--- src/hw/rtl/tpsc_pkg.sv ---
// ----------------------------------------------------------------------------
// tpsc_pkg
// Shared types, register map and constants for the triggered ping-pong
// sample capture block.
// ----------------------------------------------------------------------------
package tpsc_pkg;

   // Largest buffer depth the design supports; the usable depth is also
   // capped by the 10-bit fill index.
   localparam int MAX_BUFFER_DEPTH = 1024;
   localparam int SIZE_CAP_INT     = (MAX_BUFFER_DEPTH < 1024) ? MAX_BUFFER_DEPTH : 1024;

   localparam int INDEX_W  = 10;
   localparam int SIZE_W   = 11;
   localparam int SAMPLE_W = 8;
   localparam int THRESH_W = 8;
   localparam int ADDR_W   = 4;
   localparam int DATA_W   = 32;

   localparam logic [SIZE_W-1:0] SIZE_CAP = SIZE_W'(SIZE_CAP_INT);

   // Mid-scale of the unsigned sample range
   localparam logic [9:0] MID_SCALE = 10'h080;

   // Register reset values
   localparam logic                VAD_ENABLE_RST  = 1'b1;
   localparam logic [THRESH_W-1:0] THRESHOLD_RST   = 8'd64;
   localparam logic [SIZE_W-1:0]   BUFFER_SIZE_RST = 11'd1024;

   // Register indexes (byte address bits [3:2])
   typedef enum logic [1:0] {
      REG_VAD_ENABLE  = 2'd0,
      REG_THRESHOLD   = 2'd1,
      REG_BUFFER_SIZE = 2'd2,
      REG_UNUSED      = 2'd3
   } reg_index_type;

   typedef enum logic [1:0] {
      CMD_SAMPLE = 2'd0,
      CMD_ACK    = 2'd1,
      CMD_START  = 2'd2,
      CMD_INIT   = 2'd3
   } cmd_type;

   typedef struct packed {
      logic                vad_enable;
      logic [THRESH_W-1:0] threshold;
      logic [SIZE_W-1:0]   buffer_size;
   } cfg_type;

   typedef struct packed {
      logic                write_valid;
      logic                write_buffer;
      logic [INDEX_W-1:0]  write_index;
      logic [SAMPLE_W-1:0] write_data;
      logic                buffer_done;
      logic                done_buffer;
      logic                overflow;
      logic                is_triggered;
      logic                is_stopped;
   } rsp_type;

   // Clamp the programmed size into 1 .. SIZE_CAP
   function automatic logic [SIZE_W-1:0] eff_size(input logic [SIZE_W-1:0] size);
      logic [SIZE_W-1:0] s;
      s = size;
      if (s == '0) begin
         s = SIZE_W'(1);
      end
      if (s > SIZE_CAP) begin
         s = SIZE_CAP;
      end
      return s;
   endfunction

endpackage

--- src/hw/rtl/triggered_pingpong_sample_capture.sv ---
// ----------------------------------------------------------------------------
// triggered_pingpong_sample_capture
// Level-triggered capture of 8-bit samples into two alternating buffers.
// ----------------------------------------------------------------------------
// Usage:
//   req_*  : one command beat per handshake (cmd 0 sample, 1 acknowledge,
//            2 start capture, 3 re-arm trigger) with its sample.
//   rsp_*  : exactly one result beat per request beat, in order: the buffer
//            write to perform (buffer, index, data), the buffer-full report,
//            overflow and the trigger / stop status after the beat.
//   csr_*  : APB-style register port (0x0 vad_enable, 0x4 threshold,
//            0x8 buffer_size); pready is tied high. Write it only while idle.
// Timing: a request beat lands in the input register, and its result is
//   registered in the result register when the beat advances; it is offered
//   there until taken. One beat per cycle is sustained while rsp_ready stays
//   high; the single pass through the capture logic between the two
//   registers sets that figure.
// Stall: when rsp_ready is low the result register holds its beat, the input
//   register keeps one more, and req_ready drops once both are occupied.
// Reset: synchronous; clears both pipeline stages and the capture state
//   (untriggered, buffer 0, index 0) and restores the register defaults.
// ----------------------------------------------------------------------------
module triggered_pingpong_sample_capture (
   input  logic                           clock,
   input  logic                           reset,
   // request channel
   input  logic                           req_valid,
   output logic                           req_ready,
   input  logic [1:0]                     req_cmd,
   input  logic [tpsc_pkg::SAMPLE_W-1:0]  req_sample,
   // result channel
   output logic                           rsp_valid,
   input  logic                           rsp_ready,
   output logic                           rsp_write_valid,
   output logic                           rsp_write_buffer,
   output logic [tpsc_pkg::INDEX_W-1:0]   rsp_write_index,
   output logic [tpsc_pkg::SAMPLE_W-1:0]  rsp_write_data,
   output logic                           rsp_buffer_done,
   output logic                           rsp_done_buffer,
   output logic                           rsp_overflow,
   output logic                           rsp_is_triggered,
   output logic                           rsp_is_stopped,
   // register port
   input  logic                           csr_psel,
   input  logic                           csr_penable,
   input  logic                           csr_pwrite,
   input  logic [tpsc_pkg::ADDR_W-1:0]    csr_paddr,
   input  logic [tpsc_pkg::DATA_W-1:0]    csr_pwdata,
   output logic [tpsc_pkg::DATA_W-1:0]    csr_prdata,
   output logic                           csr_pready
);
   import tpsc_pkg::*;

   cfg_type             cfg;

   // input register
   logic                s1_valid_ff, s1_valid_in;
   cmd_type             s1_cmd_ff;
   logic [SAMPLE_W-1:0] s1_sample_ff;

   // result register
   logic                rsp_valid_ff, rsp_valid_in;
   rsp_type             rsp_ff;
   rsp_type             rsp_next;

   logic                out_free;
   logic                s1_fire;
   logic                req_fire;

   tpsc_csr u_csr (
      .clock       (clock),
      .reset       (reset),
      .csr_psel    (csr_psel),
      .csr_penable (csr_penable),
      .csr_pwrite  (csr_pwrite),
      .csr_paddr   (csr_paddr),
      .csr_pwdata  (csr_pwdata),
      .csr_prdata  (csr_prdata),
      .csr_pready  (csr_pready),
      .cfg         (cfg)
   );

   // Result register frees up when empty or when its beat is taken this cycle
   assign out_free  = !rsp_valid_ff || rsp_ready;
   // Advance the input register into the result register
   assign s1_fire   = s1_valid_ff && out_free;
   // Accept a new beat whenever the input register empties this cycle
   assign req_ready = !s1_valid_ff || out_free;
   assign req_fire  = req_valid && req_ready;

   // Capture state commits only when the beat actually moves on
   tpsc_core u_core (
      .clock  (clock),
      .reset  (reset),
      .step   (s1_fire),
      .cmd    (s1_cmd_ff),
      .sample (s1_sample_ff),
      .cfg    (cfg),
      .rsp    (rsp_next)
   );

   always_comb begin
      if (req_fire) begin
         s1_valid_in = 1'b1;
      end else if (s1_fire) begin
         s1_valid_in = 1'b0;
      end else begin
         s1_valid_in = s1_valid_ff;
      end

      if (s1_fire) begin
         rsp_valid_in = 1'b1;
      end else if (rsp_ready) begin
         rsp_valid_in = 1'b0;
      end else begin
         rsp_valid_in = rsp_valid_ff;
      end
   end

   always_ff @(posedge clock) begin
      if (reset) begin
         s1_valid_ff  <= 1'b0;
         rsp_valid_ff <= 1'b0;
      end else begin
         s1_valid_ff  <= s1_valid_in;
         rsp_valid_ff <= rsp_valid_in;
      end
   end

   // Payload registers: load on advance, hold otherwise
   always_ff @(posedge clock) begin
      if (req_fire) begin
         s1_cmd_ff    <= cmd_type'(req_cmd);
         s1_sample_ff <= req_sample;
      end
      if (s1_fire) begin
         rsp_ff <= rsp_next;
      end
   end

   assign rsp_valid        = rsp_valid_ff;
   assign rsp_write_valid  = rsp_ff.write_valid;
   assign rsp_write_buffer = rsp_ff.write_buffer;
   assign rsp_write_index  = rsp_ff.write_index;
   assign rsp_write_data   = rsp_ff.write_data;
   assign rsp_buffer_done  = rsp_ff.buffer_done;
   assign rsp_done_buffer  = rsp_ff.done_buffer;
   assign rsp_overflow     = rsp_ff.overflow;
   assign rsp_is_triggered = rsp_ff.is_triggered;
   assign rsp_is_stopped   = rsp_ff.is_stopped;

endmodule

--- src/hw/rtl/tpsc_csr.sv ---
// ----------------------------------------------------------------------------
// tpsc_csr
// APB-style register file: trigger enable, threshold and buffer size.
// ----------------------------------------------------------------------------
module tpsc_csr (
   input  logic                         clock,
   input  logic                         reset,
   input  logic                         csr_psel,
   input  logic                         csr_penable,
   input  logic                         csr_pwrite,
   input  logic [tpsc_pkg::ADDR_W-1:0]  csr_paddr,
   input  logic [tpsc_pkg::DATA_W-1:0]  csr_pwdata,
   output logic [tpsc_pkg::DATA_W-1:0]  csr_prdata,
   output logic                         csr_pready,
   output tpsc_pkg::cfg_type            cfg
);
   import tpsc_pkg::*;

   cfg_type       cfg_ff;
   cfg_type       cfg_in;
   reg_index_type index;
   logic          wr_en;

   assign index      = reg_index_type'(csr_paddr[3:2]);
   assign wr_en      = csr_psel && csr_penable && csr_pwrite;
   assign csr_pready = 1'b1;
   assign cfg        = cfg_ff;

   always_comb begin
      cfg_in = cfg_ff;
      if (wr_en) begin
         case (index)
            REG_VAD_ENABLE:  cfg_in.vad_enable  = csr_pwdata[0];
            REG_THRESHOLD:   cfg_in.threshold   = csr_pwdata[THRESH_W-1:0];
            REG_BUFFER_SIZE: cfg_in.buffer_size = csr_pwdata[SIZE_W-1:0];
            default:         cfg_in = cfg_ff;
         endcase
      end
   end

   always_comb begin
      case (index)
         REG_VAD_ENABLE:  csr_prdata = DATA_W'(cfg_ff.vad_enable);
         REG_THRESHOLD:   csr_prdata = DATA_W'(cfg_ff.threshold);
         REG_BUFFER_SIZE: csr_prdata = DATA_W'(cfg_ff.buffer_size);
         default:         csr_prdata = '0;
      endcase
   end

   always_ff @(posedge clock) begin
      if (reset) begin
         cfg_ff.vad_enable  <= VAD_ENABLE_RST;
         cfg_ff.threshold   <= THRESHOLD_RST;
         cfg_ff.buffer_size <= BUFFER_SIZE_RST;
      end else begin
         cfg_ff <= cfg_in;
      end
   end

endmodule

--- src/hw/rtl/tpsc_core.sv ---
// ----------------------------------------------------------------------------
// tpsc_core
// Capture state and per-beat decision: trigger detect, write position,
// buffer switch and overflow.
// ----------------------------------------------------------------------------
module tpsc_core (
   input  logic                           clock,
   input  logic                           reset,
   input  logic                           step,
   input  tpsc_pkg::cmd_type              cmd,
   input  logic [tpsc_pkg::SAMPLE_W-1:0]  sample,
   input  tpsc_pkg::cfg_type              cfg,
   output tpsc_pkg::rsp_type              rsp
);
   import tpsc_pkg::*;

   logic               triggered_ff, triggered_in;
   logic               active_buf_ff, active_buf_in;
   logic [INDEX_W-1:0] fill_index_ff, fill_index_in;
   logic               full_pending_ff, full_pending_in;
   logic               halted_ff, halted_in;

   logic [SIZE_W-1:0]  next_count;
   logic [9:0]         smp_plus_t;
   logic [9:0]         mid_plus_t;
   logic               out_of_window;

   assign next_count    = SIZE_W'(fill_index_ff) + SIZE_W'(1);
   // s < 128 - t  <=>  s + t < 128 ;  s > 128 + t
   assign smp_plus_t    = 10'(sample) + 10'(cfg.threshold);
   assign mid_plus_t    = MID_SCALE + 10'(cfg.threshold);
   assign out_of_window = (smp_plus_t < MID_SCALE) || (10'(sample) > mid_plus_t);

   always_comb begin
      triggered_in    = triggered_ff;
      active_buf_in   = active_buf_ff;
      fill_index_in   = fill_index_ff;
      full_pending_in = full_pending_ff;
      halted_in       = halted_ff;
      rsp             = '0;

      case (cmd)
         CMD_SAMPLE: begin
            if (!halted_ff) begin
               if (triggered_ff) begin
                  rsp.write_valid  = 1'b1;
                  rsp.write_buffer = active_buf_ff;
                  rsp.write_index  = fill_index_ff;
                  rsp.write_data   = sample;
                  if (next_count >= eff_size(cfg.buffer_size)) begin
                     if (full_pending_ff) begin
                        rsp.overflow = 1'b1;
                        halted_in    = 1'b1;
                     end else begin
                        full_pending_in  = 1'b1;
                        rsp.buffer_done  = 1'b1;
                        rsp.done_buffer  = active_buf_ff;
                        active_buf_in    = ~active_buf_ff;
                        fill_index_in    = '0;
                     end
                  end else begin
                     fill_index_in = next_count[INDEX_W-1:0];
                  end
               end else if (out_of_window) begin
                  triggered_in = 1'b1;
               end
            end
         end
         CMD_ACK: begin
            full_pending_in = 1'b0;
         end
         CMD_START: begin
            active_buf_in   = 1'b0;
            fill_index_in   = '0;
            full_pending_in = 1'b0;
            halted_in       = 1'b0;
         end
         default: begin
            triggered_in  = ~cfg.vad_enable;
            active_buf_in = 1'b0;
            fill_index_in = '0;
         end
      endcase

      rsp.is_triggered = triggered_in;
      rsp.is_stopped   = halted_in;
   end

   always_ff @(posedge clock) begin
      if (reset) begin
         triggered_ff    <= 1'b0;
         active_buf_ff   <= 1'b0;
         fill_index_ff   <= '0;
         full_pending_ff <= 1'b0;
         halted_ff       <= 1'b0;
      end else if (step) begin
         triggered_ff    <= triggered_in;
         active_buf_ff   <= active_buf_in;
         fill_index_ff   <= fill_index_in;
         full_pending_ff <= full_pending_in;
         halted_ff       <= halted_in;
      end
   end

endmodule

--- config.mk ---
export PLATFORM = sky130hd
export DESIGN_NAME = triggered_pingpong_sample_capture
export DESIGN_NICKNAME = d
export VERILOG_FILES = /design/src/hw/rtl/tpsc_pkg.sv /design/src/hw/rtl/triggered_pingpong_sample_capture.sv /design/src/hw/rtl/tpsc_csr.sv /design/src/hw/rtl/tpsc_core.sv
export SDC_FILE = /design/constraint.sdc
export NUM_CORES = 1
export LEC_CHECK = 0
export BUFFER_PORTS_ARGS = -buffer_cell sky130_fd_sc_hd__buf_4
export CAP_MARGIN = 20
export CELL_PAD_IN_SITES_DETAIL_PLACEMENT = 0
export CELL_PAD_IN_SITES_GLOBAL_PLACEMENT = 1
export CORE_UTILIZATION = 39
export DETAILED_ROUTE_END_ITERATION = 8
export HOLD_SLACK_MARGIN = 0.08
export PLACE_DENSITY_LB_ADDON = 0.1
export SLEW_MARGIN = 15
export SYNTH_ARGS = -nofsm -noshare
export SYNTH_HDL_FRONTEND = slang
export SYNTH_SLANG_ARGS = --single-unit
export TNS_END_PERCENT = 1
--- constraint.sdc ---
create_clock -name clock -period 4.2 [get_ports clock]
set_input_delay 0.42 -clock clock [delete_from_list [all_inputs] [get_ports clock]]
set_output_delay 0.42 -clock clock [all_outputs]
set_load 0.01 [all_outputs]
# Word level (Yosys, flattened, before mapping)
# Cells that the tools add are included.
[word_totals] ff_bits=71 inputBits=53 output_inout_bits=60 elab_cells=108
[op_classes] addsub=3 n_lt_le_gt_ge=4 eq_ne=9 n_mux=39 bitwise_logic=6 reduce_logical=26
[ops] cell="$mux W11" count=8
[ops] cell="$mux W10" count=4
[ops] cell="$pmux W11 S3" count=1
[ops] cell="$mux W23" count=1
[ops] cell="$pmux W10 S2" count=1
[ops] cell="$mux W1" count=18
[ops] cell="$add A10 B1 Y11 const B" count=1
[ops] cell="$ge A11 B11 Y1" count=1
[ops] cell="$gt A11 B11 Y1 const B" count=1
[ops] cell="$logic_not A11 Y1" count=1
[ops] cell="$gt A8 B10 Y1" count=1
[ops] cell="$lt A10 B8 Y1 const B" count=1
[ops] cell="$reduce_and A5 Y1" count=2
[ops] cell="$add A8 B8 Y9" count=1
[ops] cell="$add A8 B8 Y9 const A" count=1
[ops] cell="$pmux W1 S2" count=4
[ops] cell="$not A1 Y1" count=6
[ops] cell="$reduce_and A2 Y1" count=3
[ops] cell="$reduce_and A6 Y1" count=1
[ops] cell="$reduce_bool A2 Y1" count=3
[ops] cell="$reduce_or A5 Y1" count=1
[ops] cell="$eq A2 B1 Y1 const B" count=2
[ops] cell="$eq A2 B2 Y1 const B" count=2
[ops] cell="$logic_and A1 B1 Y1" count=4
[ops] cell="11 further kinds" count=18

# Logic depth before layout (Yosys ltp)
# Gate-level depths: netlist of the first run.
[logic_depth] ltp_word=15 mapped_depth=14 depth_no_buf=13

# Modules after synthesis
# Synthesis of the first run repeated with hierarchy kept, for this count alone.
[hier_totals] cells_unflattened=400 hier_area_um2=4078.9
[modules_own_cells] mod="tpsc_core" n_inst=1 cells_each=233 area_each_um2=1773.0 seq_area_each_um2=280.3
[modules_own_cells] mod="triggered_pingpong_sample_capture" n_inst=1 cells_each=45 area_each_um2=1154.9 seq_area_each_um2=1091.0
[modules_own_cells] mod="tpsc_csr" n_inst=1 cells_each=122 area_each_um2=1151.1 seq_area_each_um2=400.4

# Worst setup path before layout of the first run
# OpenSTA, ideal clock, no wires.
[synth_timing] kind="reg2reg" from="register u_core.fill_index_ff[0]" to="register u_core.fill_index_ff[8]" setup_time_ps=122 t_arrival_ps=2838 slack_ps=1240 path_stages_with_launch=14 path_buffers=1 cell_sequence="dfxtp_1 > ha_1 > nand3_1 > or2_2 > inv_1 > nand3_1 > xnor2_1 > ha_1 > a21oi_1 > o21ai_0 > o2bb2ai_1 > a31o_1 > buf_6 > a221o_1"
[synth_between] elab_chain_cells=6 word_cells_on_any_way=8 classes_between="1 x add/sub; 1 x order compare; 1 x eq/ne; 4 x mux; 1 x reduce/logical"
[synth_rtl] element="from (decl)" line="tpsc_core.sv:19" text="logic [INDEX_W-1:0] fill_index_ff, fill_index_in;"
[synth_rtl] element="from (signal assigned)" line="tpsc_core.sv:99" text="fill_index_ff <= fill_index_in;"
[synth_rtl] element="$add A10 B1 Y11 (*)" line="tpsc_core.sv:28" text="assign next_count = SIZE_W'(fill_index_ff) + SIZE_W'(1);"
[synth_rtl] element="$ge A11 B11 Y1" line="tpsc_core.sv:50" text="if (next_count >= eff_size(cfg.buffer_size)) begin"
[synth_rtl] element="$mux W10" line="tpsc_core.sv:50"
[synth_rtl] element="$mux W10" line="tpsc_core.sv:45" text="if (triggered_ff) begin"
[synth_rtl] element="$mux W10" line="tpsc_core.sv:44" text="if (!halted_ff) begin"
[synth_rtl] element="$pmux W10 S2" line="tpsc_core.sv:42" text="case (cmd)"
# Every way passes the cells marked *; elsewhere a longest branch is shown, timed or not. The select of a mux whose other input is x is not followed.
# A chain may end at the register's enable or synchronous reset.

# Worst setup path in the final report of the first run
[layout_timing] from="register u_core.fill_index_ff[2]" to="register u_core.fill_index_ff[6]"
# The elaborated chain is that of the path after synthesis.

==> results.md, run 1 <==
* CP delay by family, top: simple AND/OR/NAND/NOR gates
* Hold slack at about 0.25 ns
* Non-filler cells, final at 599
* Synth top area cells: edfxtp_1 (27%), dfxtp_1 (18%), ha_1 (9.9%)
* Crit path max fanout at 7
* Buffers added on ports at 67
* Arrival @ worst endpoint at 3.63 ns
* Layout Skew at 0.01080 ns
* Post-CTS sizing at 0
* Worst skew pair latency at 0.34 ns
* Vias at 2944
* Failing checks: design-rule violations
* Starting Density at 40.17%
* Lkg Pwr at 0.001911 uW
* Yosys cell types at 56
* Synthesis-to-layout area growth at 18.47%
* Synth cell count leaders: nand2_1 (45), dfxtp_1 (36), edfxtp_1 (35)
* Critical Path End Type: register
* Max Root-Sink Buffers at 2
* DIE WIDTH at 102.1 um
* Total Neg Setup Slack at 0 ns
* Core area at 9729 sq um
* CTS clk-pin slew, worst paths at roughly 0.080 ns
* Post-CTS setup buffer count at 0
* Area share of the largest cell type after synthesis at 26.89%
* Remaining antenna violation count at 0
* Die Span Y at 102.1 um
* CP Cell Sequence: nand3_1 -> or2_2 -> nor2_1 -> and3_1 -> xnor2_1 -> ha_1 -> and4_1 -> a2111oi_2 -> and3_1 -> a221o_1
* Vias per cell at around 4.9
* Predominant post-synthesis flop cell: dfxtp_1
* CTS Sinks at 71
* Number of global-route vias before repair at about 2700
* Total wire length at 8486 um
* Crit share post-route at 79.86%
* Status: finished, violations left
* Largest net degree at the start of global routing at 34
* Asr flop ratio synth at 0%
* Post-DP HPWL at 6289 um
* #FFs+latches synth at 71
* DR WL/cell at 14.17 um
* Hold Fails Final Rpt at 0
* Die area at 10430 sq um
* Root Driver: clkbuf_8
* Power density over the cells at 295.3 nW/um^2
* Worst rel slew slack at 43.68%
* Fin. max-slew vios at 0
* Cell mode on critical path: and3_1
* GRT overflow at 0
* # setup viols final at 0
* Synth warn at 0
* Crit-path max cell delay at 0.71 ns
* Unrepaired setup endpoints after global routing: false
* GRT Overall Usage at 16.88%
* Max rail drop VDD at 132.5 uV
* Share of cells above drive strength 1 at 20.17%
* Crit start category: register
* Fmax at 298.2 MHz
* Sequential area share after synthesis at 45.33%
* First-pass GRT wire length at 13420 um
* Count leader, synth: nand2_1
* Worst EP required at 4.48 ns
* Gp weighted congestion at 0.7987
* Nets at 545
* Max-Cap Viols at 0
* Crit path kind: reg2reg
* Mapped Avg Cell Area at 9.846 sq um
* Met1 wire length at about 4100 um
* Met2 Wirelength at just under 4000 um
* H-tree depth at 3
* DR WL met3 at 381 um
* DRC violations left at 1
* Slew at the pin closest to its max-slew limit at 0.8431 ns
* Highest metal used: met4
* CP Buf/Inv Count at 0
* DR pass1 iterations at 6
* # IOs at 113
* Std cell rows at 36
* Min cycle time layout at around 3.4 ns
* Initial antenna violation count at 0
* Post-synth EDFFs at 35
* Placed cells at 582
* Hold Crit Class: in2reg
* TritonCTS clock tree: built
* # hold bufs at CTS at 0
* Synth Instances at approximately 400
* Antenna Cells at 0
* Synthesized area at 3909 sq um
* Cell taking the most area after synthesis: edfxtp_1
* DRT iter0 DRCs at 110
* Clock buffer count from CTS at 9
* Critical-path top delay cell: a2111oi_2
-- flip-flops by register name, summed over array words and instances, names as in the netlist, 2 cells and up --
| name | cells |
|---|---|
| s1_cmd_ff | 2 |
| s1_sample_ff | 8 |
| u_core.fill_index_ff | 10 |
| rsp_write_index | 10 |
| rsp_write_data | 8 |
| u_csr.cfg | 20 |
-- final cells by class --
class	instances	area, sq um
Clock buffer	10	127.6
Clock inverter	6	37.54
Fill cell	955	5099
Inverter	22	82.58
Multi-Input combinational cell	286	1892
Sequential cell	71	1772
Tap cell	133	166.4
Timing Repair Buffer	71	553.0
-- kinds of logic after synthesis --
kind of cell               Yosys count  synth area share [%]
muxes                               11                 2.849
other                                2                0.1921
DFF                                 71                 45.33
xor gates and xnor gates             8                 1.793
adders and majority gates           31                 9.923
buffers and inverters               60                 8.195
and+or+nand+nor                    144                 18.60
AOI/OAI and AO/OA                   70                 13.12
-- worst register-to-register path: stages (launching register included) --
cell	delay, ns
dfxtp_1	0.42
nand3_1	0.18
or2_2	0.38
nor2_1	0.32
and3_1	0.25
xnor2_1	0.14
ha_1	0.26
and4_1	0.26
a2111oi_2	0.71
and3_1	0.26
a221o_1	0.10
-- where the power goes --
part           total (uW)  internal, uW  switching (uW)  leakage [uW]
clock network         476           211             264     0.0000797
registers             756           745            11.0      0.000630
logic                 136          58.3            77.5       0.00120
total                1370          1010             353       0.00191
-- cell usage in the layout, fill, tap and decap left out, types with 5 or more instances in the layout --
cell type / count
buf_4: 70
nand2_1: 45
dfxtp_1: 36
edfxtp_1: 35
ha_1: 31
nor2_1: 25
a21oi_1: 23
conb_1: 22
and2_1: 21
inv_1: 20
nand3_1: 11
mux2i_1: 10
clkbuf_8: 9
a22o_1: 7
and3_1: 7
o21ai_0: 6
xnor2_1: 6
nor3_1: 6
nor2b_1: 5
-- per-layer routing --
layer	track usage, %	vias to the layer above
li1	-	1481
met1	23.16	1373
met2	26.79	82
met3	3.010	8
met4	5.824	0
met5	0	-
-- stage by stage --
step                      cell area (sq um)  total power [uW]  setup WS, ns  util [%]
after floorplan                        3984             858.4         1.240         -
after global placement                 4438             903.5        0.8333     45.61
after detailed placement               4438             905.3        0.8590     45.61
after CTS                              4603              1380        0.8394     47.31
after global routing                   4631              1425        0.5762     47.60
final                                  4631              1367        0.8460     47.60
-- path summary, 6_finish.rpt --
path                      startpoint                      end  slack (ns)  cells past startpoint
min                    req_sample[3]          s1_sample_ff[3]        0.25                      1
max          u_core.fill_index_ff[2]  u_core.fill_index_ff[6]        0.85                     10
min reg2reg             u_csr.cfg[8]             u_csr.cfg[8]        0.49                      2
max reg2reg  u_core.fill_index_ff[2]  u_core.fill_index_ff[6]        0.85                     10
Note: power is estimated with default switching activity, not from simulation.
==> run 2, diff against run 1 <==
clock period = 3.37 ns   (was 4.2 ns; I/O delays follow)
==> run 2 against run 1 <==
  * The flow still finishes with violations (design-rule violations)
  * Wire length up 1.6%
  * Setup slack worse by 0.57 ns
  * Critical path depth up 2
  * Combinational power up 26%
==> results.md, run 2 (same netlist as run 1, synthesis figures left out) <==
* Status: finished, violations left
* Failing checks: design-rule violations
* Share of cells above drive strength 1 at 21.19%
* Fmax at 322.7 MHz
* Clock buffer count from CTS at 9
* Critical Path End Type: register
* Hold Fails Final Rpt at 0
* Critical R2R Launch: u_core.fill_index_ff[0]
* Crit path kind: reg2reg
* Gp weighted congestion at 0.7960
* Fin. max-slew vios at 0
* Antenna Cells at 0
* Worst rel slew slack at 60.93%
* Slew at the pin closest to its max-slew limit at approximately 0.6 ns
* Total wire length at 8624 um
* Max-Cap Viols at 0
* Starting Density at about two fifths
* Max Root-Sink Buffers at 2
* Flip-flop and latch area at between 1500 and 2000 sq um
* Post-CTS setup buffer count at 0
* Vias at 2995
* Min cycle time layout at 3.099 ns
* Crit path max fanout at 10
* Buffers added on ports at between 60 and 70
* Commonest non-fill, non-tap cell in the layout: buf_4
* Commonest non-fill, non-tap cells in the layout: buf_4 (76), nand2_1 (45), dfxtp_1 (36)
* Max rail drop VDD at 151.0 uV
* Crit share post-route at 91.95%
* DP Area at 4483 sq um
* Critical Path Start: u_core.fill_index_ff[0]
* Worst skew pair latency at 0.35 ns
* Remaining antenna violation count at 0
* GRT Overall Usage at ~18%
* Total Neg Setup Slack at 0 ns
* TritonCTS clock tree: built
* Fillers at 978
* CP Cell Sequence: ha_1 -> nand3_1 -> or2_2 -> inv_1 -> nand3_1 -> xnor2_1 -> ha_1 -> a21oi_1 -> o21ai_1 -> o2bb2ai_1 -> a31o_2 -> a221o_1
* R2R depth at 12
* Area taken by multi-input logic gates at 1892 sq um
* Post-DP HPWL at about 6300 um
* Initial antenna violation count at 0
* Die Span Y at 102.1 um
* DR WL/cell at 14.25 um
* DRT iter0 DRCs at 106
* DRC violations left at 1
* # IOs at 113
* Synthesis-to-layout area growth at 20.01%
* Layout Skew at 0.007814 ns
* Crit-path max cell delay at 0.40 ns
* Critical-path top delay cell: dfxtp_1
* First-pass GRT wire length at about 14000 um
* Fin area at roughly 4700 sq um
* Largest register FFs at 20
* Hold Crit Class: in2reg
* DR pass1 iterations at 6
* R2R setup slack at 0.27 ns
* Lkg Pwr at 0.001958 uW
* Std cell rows at 36
* DIE WIDTH at 102.1 um
* Final Util at 48.21%
* Die area at 10430 sq um
* Reg2reg end: u_core.fill_index_ff[8]
* H-tree depth at 3
* Worst EP required at 3.61 ns
* # setup viols final at 0
* Arrival @ worst endpoint at 3.33 ns
* Number of global-route vias before repair at 2761
* CTS clk-pin slew, worst paths at 0.07 ns
* Root Driver: clkbuf_8
* CP endpoint: u_core.fill_index_ff[8]
* GRT overflow at 0
* Crit start category: register
* Power density over the cells at 377.8 nW/um^2
* Core area at a little under 10000 sq um
* Largest net degree at the start of global routing at 34
* CTS Sinks at 71
* Vias per cell at 4.950
* Nets at 551
* Unrepaired setup endpoints after global routing: false
[run 2: cell count changes in the layout (fill, tap and decap cells not counted)]
cell,change
a31o_1,-1
a31o_2,+1
buf_4,+6
bufinv_16,+1
clkbuf_1,+1
clkinv_2,+1
clkinv_4,-1
clkinvlp_4,-2
o21ai_0,-1
o21ai_1,+1
[run 2: layer usage]
metal	global-route usage (%)	up-vias	routed length (um)
met2	26.74	96	3784
met3	2.873	12	395
met4	8.571	0	186
met5	0	-	0
met1	24.05	1390	4259
li1	-	1497	-
[run 2: worst min path at each step]
stage	endpoint	slack [ns]	cells past startpoint	from
5_1_grt	s1_sample_ff[2]	0.14	1	req_sample[2]
2_1_floorplan	s1_cmd_ff[0]	0.44	0	req_cmd[0]
3_3_place_gp	u_csr.cfg[8]	0.48	2	u_csr.cfg[8]
6_report	s1_sample_ff[3]	0.16	1	req_sample[3]
3_5_place_dp	u_csr.cfg[8]	0.48	2	u_csr.cfg[8]
4_1_cts	s1_sample_ff[3]	0.15	1	req_sample[3]
[run 2: final cells by class]
class	instances	area share, %
repair buffers	77	12.75
flip-flops and latches	71	37.77
multi-input cells	286	40.33
well taps	133	3.548
clock inverters	5	1.040
inverters	22	1.760
clock buffers	11	2.801
[run 2: repair_timing]
item / CTS / global route
resized for setup: 0 / 2
endpoints found under the setup margin: 0 / 13
hold buffers: 0 / 0
hold endpoints to repair: 0 / 0
[run 2: per-stage QoR]
| step | hold WS (ns) | worst slack (ns) | total power, uW | std cells |
|---|---|---|---|---|
| finish | 0.1612 | 0.2712 | 1772 | 605 |
| global route | 0.1424 | 0.03335 | 1844 | 605 |
| CTS | 0.1483 | 0.1227 | 1788 | 604 |
| detailed placement | 0.4795 | 0.1656 | 1130 | 588 |
| global placement | 0.4764 | 0.2133 | 1128 | 588 |
| floorplan | 0.4359 | 0.4101 | 1070 | 417 |
[run 2: report_power, final]
| part | leakage, uW | total (uW) | internal, uW | switching, uW |
|---|---|---|---|---|
| Combinational | 0.00123 | 172 | 74.5 | 97.5 |
| Clock | 0.0000945 | 658 | 336 | 322 |
| Sequential | 0.000630 | 942 | 928 | 14.0 |
[run 2: critical path: cells and delay by family (launching register included)]
family	cells	cell delay, ns
fa+ha+maj	2	0.51
compound gates	5	1.14
buf+inv	1	0.06
flops	1	0.40
simple gates	3	0.69
xor+xnor	1	0.18
==> run 3, diff against run 2 <==
CORE_MARGIN = 2   (was default)
CORE_UTILIZATION = 42   (was 39)
clock period = 3.61 ns   (was 3.37 ns; I/O delays follow)
==> run 3 against run 2 <==
  * The flow now finishes without violations
  * Critical path depth stayed put
  * Register-to-register slack gained 0.05 ns
  * Cell count fell by 4.0%
  * Die area decreased by 3.2%
  * Wire length decreased by 2.1%
  * Worst hold slack gained 0.027 ns
  * Global-route usage shrank 0.35 points
  * Sequential power shrank 6.7%
  * First-iteration DRC count grew 2.8%
  * Via count down 1.6%
  * Critical endpoint is now u_core.fill_index_ff[3]
==> results.md, run 3 (same netlist as run 1, synthesis figures left out) <==
* Fmax at just over 300 MHz
* Vias at 2946
* Crit path max fanout at 10
* # setup viols final at 0
* DR WL met3 at 371 um
* Total Neg Setup Slack at 0 ns
* GRT overflow at 0
* Nets at 549
* Post-CTS sizing at 0
* Share of cells above drive strength 1 at 21.06%
* Met2 Wirelength at roughly 3700 um
* Max rail drop VDD at 156.1 uV
* Number of global-route vias before repair at between 2000 and 3000
* Commonest non-fill, non-tap cell in the layout: buf_4
* Gp weighted congestion at 0.8056
* DR WL/cell at 14.53 um
* CTS clk-pin slew, worst paths at around 0.080 ns
* H-tree depth at 3
* Hold Crit Class: in2reg
* Remaining antenna violation count at 0
* Min cycle time layout at 3.291 ns
* TritonCTS clock tree: built
* Post-CTS setup buffer count at 0
* CP delay by family, top: compound AO/OA/AOI/OAI gates
* Fin area at 4641 sq um
* Fin. max-slew vios at 0
* Met1 wire length at 4228 um
* Status: completed
* Crit path kind: reg2reg
* Sequential Power Share at 54.8%
* Hold Fails Final Rpt at 0
* Slew at the pin closest to its max-slew limit at 0.5910 ns
* Initial antenna violation count at 0
* Critical Path End Type: register
* CP Cell Sequence: ha_1 -> nand3_1 -> or2_2 -> inv_1 -> nand3_1 -> xnor2_1 -> ha_1 -> a21oi_1 -> o21ai_0 -> o2bb2ai_1 -> a31o_1 -> a221o_1
* Max-Cap Viols at 0
* DRT iter0 DRCs at about 110
* Largest net degree at the start of global routing at 34
* GRT Overall Usage at 17.16%
* CTS Sinks at slightly above 70
* Fillers at 878
* Worst EP required at 3.84 ns
* Max Root-Sink Buffers at 2
* Core area at 9153 sq um
* Die area at 10090 sq um
* Clock share of power at 35.3%
* Crit-path max cell delay at between 0.4 and 0.5 ns
* Dpl ws at 0.3314 ns
* Total wire length at ~8400 um
* Gate power share at about a tenth
* CP Buf/Inv Count at 1
* Highest metal used: met4
* Lkg Pwr at between 0.0015 and 0.002 uW
* DIE WIDTH at 100.5 um
* PnR worst setup slack at 0.3189 ns
* Starting Density at a little over two fifths
* Std cell rows at 35
* Cell Int Power at 1185 uW
* Largest register FFs at 20
* Antenna Cells at 0
* Clock buffer count from CTS at 9
* Critical-path top delay cell: dfxtp_1
* Switching part of the total at between 20% and 30%
* Layout Skew at 0.008301 ns
* Synthesis-to-layout area growth at 18.73%
* Root Driver: clkbuf_8
* # hold bufs at CTS at 0
* DR pass1 iterations at 4
* First-pass GRT wire length at 13370 um
* Post-DP HPWL at 6209 um
* Sw Pwr at around 420 uW
* DP Area at 4441 sq um
* DRC violations left at 0
* Buffers added on ports at 67
* Unrepaired setup endpoints after global routing: false
* Commonest non-fill, non-tap cells in the layout: buf_4 (74), nand2_1 (45), dfxtp_1 (36)
* Arrival @ worst endpoint at 3.52 ns
* Worst skew pair latency at 0.34 ns
* # IOs at 113
* Crit start category: register
* Die Span Y at roughly 100 um
* Crit share post-route at between 90 and 100%
* Vias per cell at 5.071
* Power density over the cells at 345.8 nW/um^2
* Worst rel slew slack at 60.45%
-- run 3: cell count changes in the layout (fill, tap and decap cells not counted), sizes merged --
cell	previous run	this run
inv	20	21
buf	77	75
clkinvlp	0	3
clkinv	6	5
clkbuf	11	9
bufinv	1	0
-- run 3: power groups by stage --
| stage | Sequential, uW | Clock, uW | Combinational (uW) |
|---|---|---|---|
| finish | 879 | 566 | 159 |
| global route | 882 | 626 | 175 |
| global placement | 898 | 0 | 154 |
| floorplan | 901 | 0 | 97.7 |
| CTS | 880 | 589 | 155 |
| detailed placement | 899 | 0 | 155 |
-- run 3: cell type report --
type                       instances  area (sq um)  share of cell area (%)
clock buffer                       9         123.9                   2.669
clock inverter                     7         48.80                   1.051
inverter                          22         82.58                   1.779
multi-input combinational        286          1892                   40.77
sequential                        71          1772                   38.18
tap                              111         138.9                   2.993
timing repair buffer              75         583.1                   12.56
-- run 3: path summary, 6_finish.rpt --
kind / from / end / slack, ns / cells after the start
worst min-delay path: req_sample[2] / s1_sample_ff[2] / 0.19 / 1
worst max-delay path: u_core.fill_index_ff[0] / u_core.fill_index_ff[3] / 0.32 / 12
worst min register to register: u_csr.cfg[8] / u_csr.cfg[8] / 0.49 / 2
worst max register to register: u_core.fill_index_ff[0] / u_core.fill_index_ff[3] / 0.32 / 12
-- run 3: worst reg2reg max path, stage by stage (launching register included) --
cell and delay, ns:
dfxtp_1 0.41, ha_1 0.25, nand3_1 0.17, or2_2 0.38, inv_1 0.07, nand3_1 0.14
xnor2_1 0.17, ha_1 0.31, a21oi_1 0.14, o21ai_0 0.23, o2bb2ai_1 0.20, a31o_1 0.33
a221o_1 0.40
-- run 3: per-layer routing --
layer,global-route usage [%],vias up
met4,6.428,0
met1,24.48,1357
met5,0,-
met3,2.497,9
li1,-,1495
met2,26.43,85
-- run 3: per-stage QoR --
stage,hold WS [ns],power [uW],std cells,utilization (%)
detailed placement,0.4808,1053,564,48.52
global placement,0.4745,1052,564,48.52
floorplan,0.4574,998.6,417,-
global route,0.1605,1684,581,50.70
finish,0.1882,1605,581,50.70
CTS,0.1668,1625,580,50.40
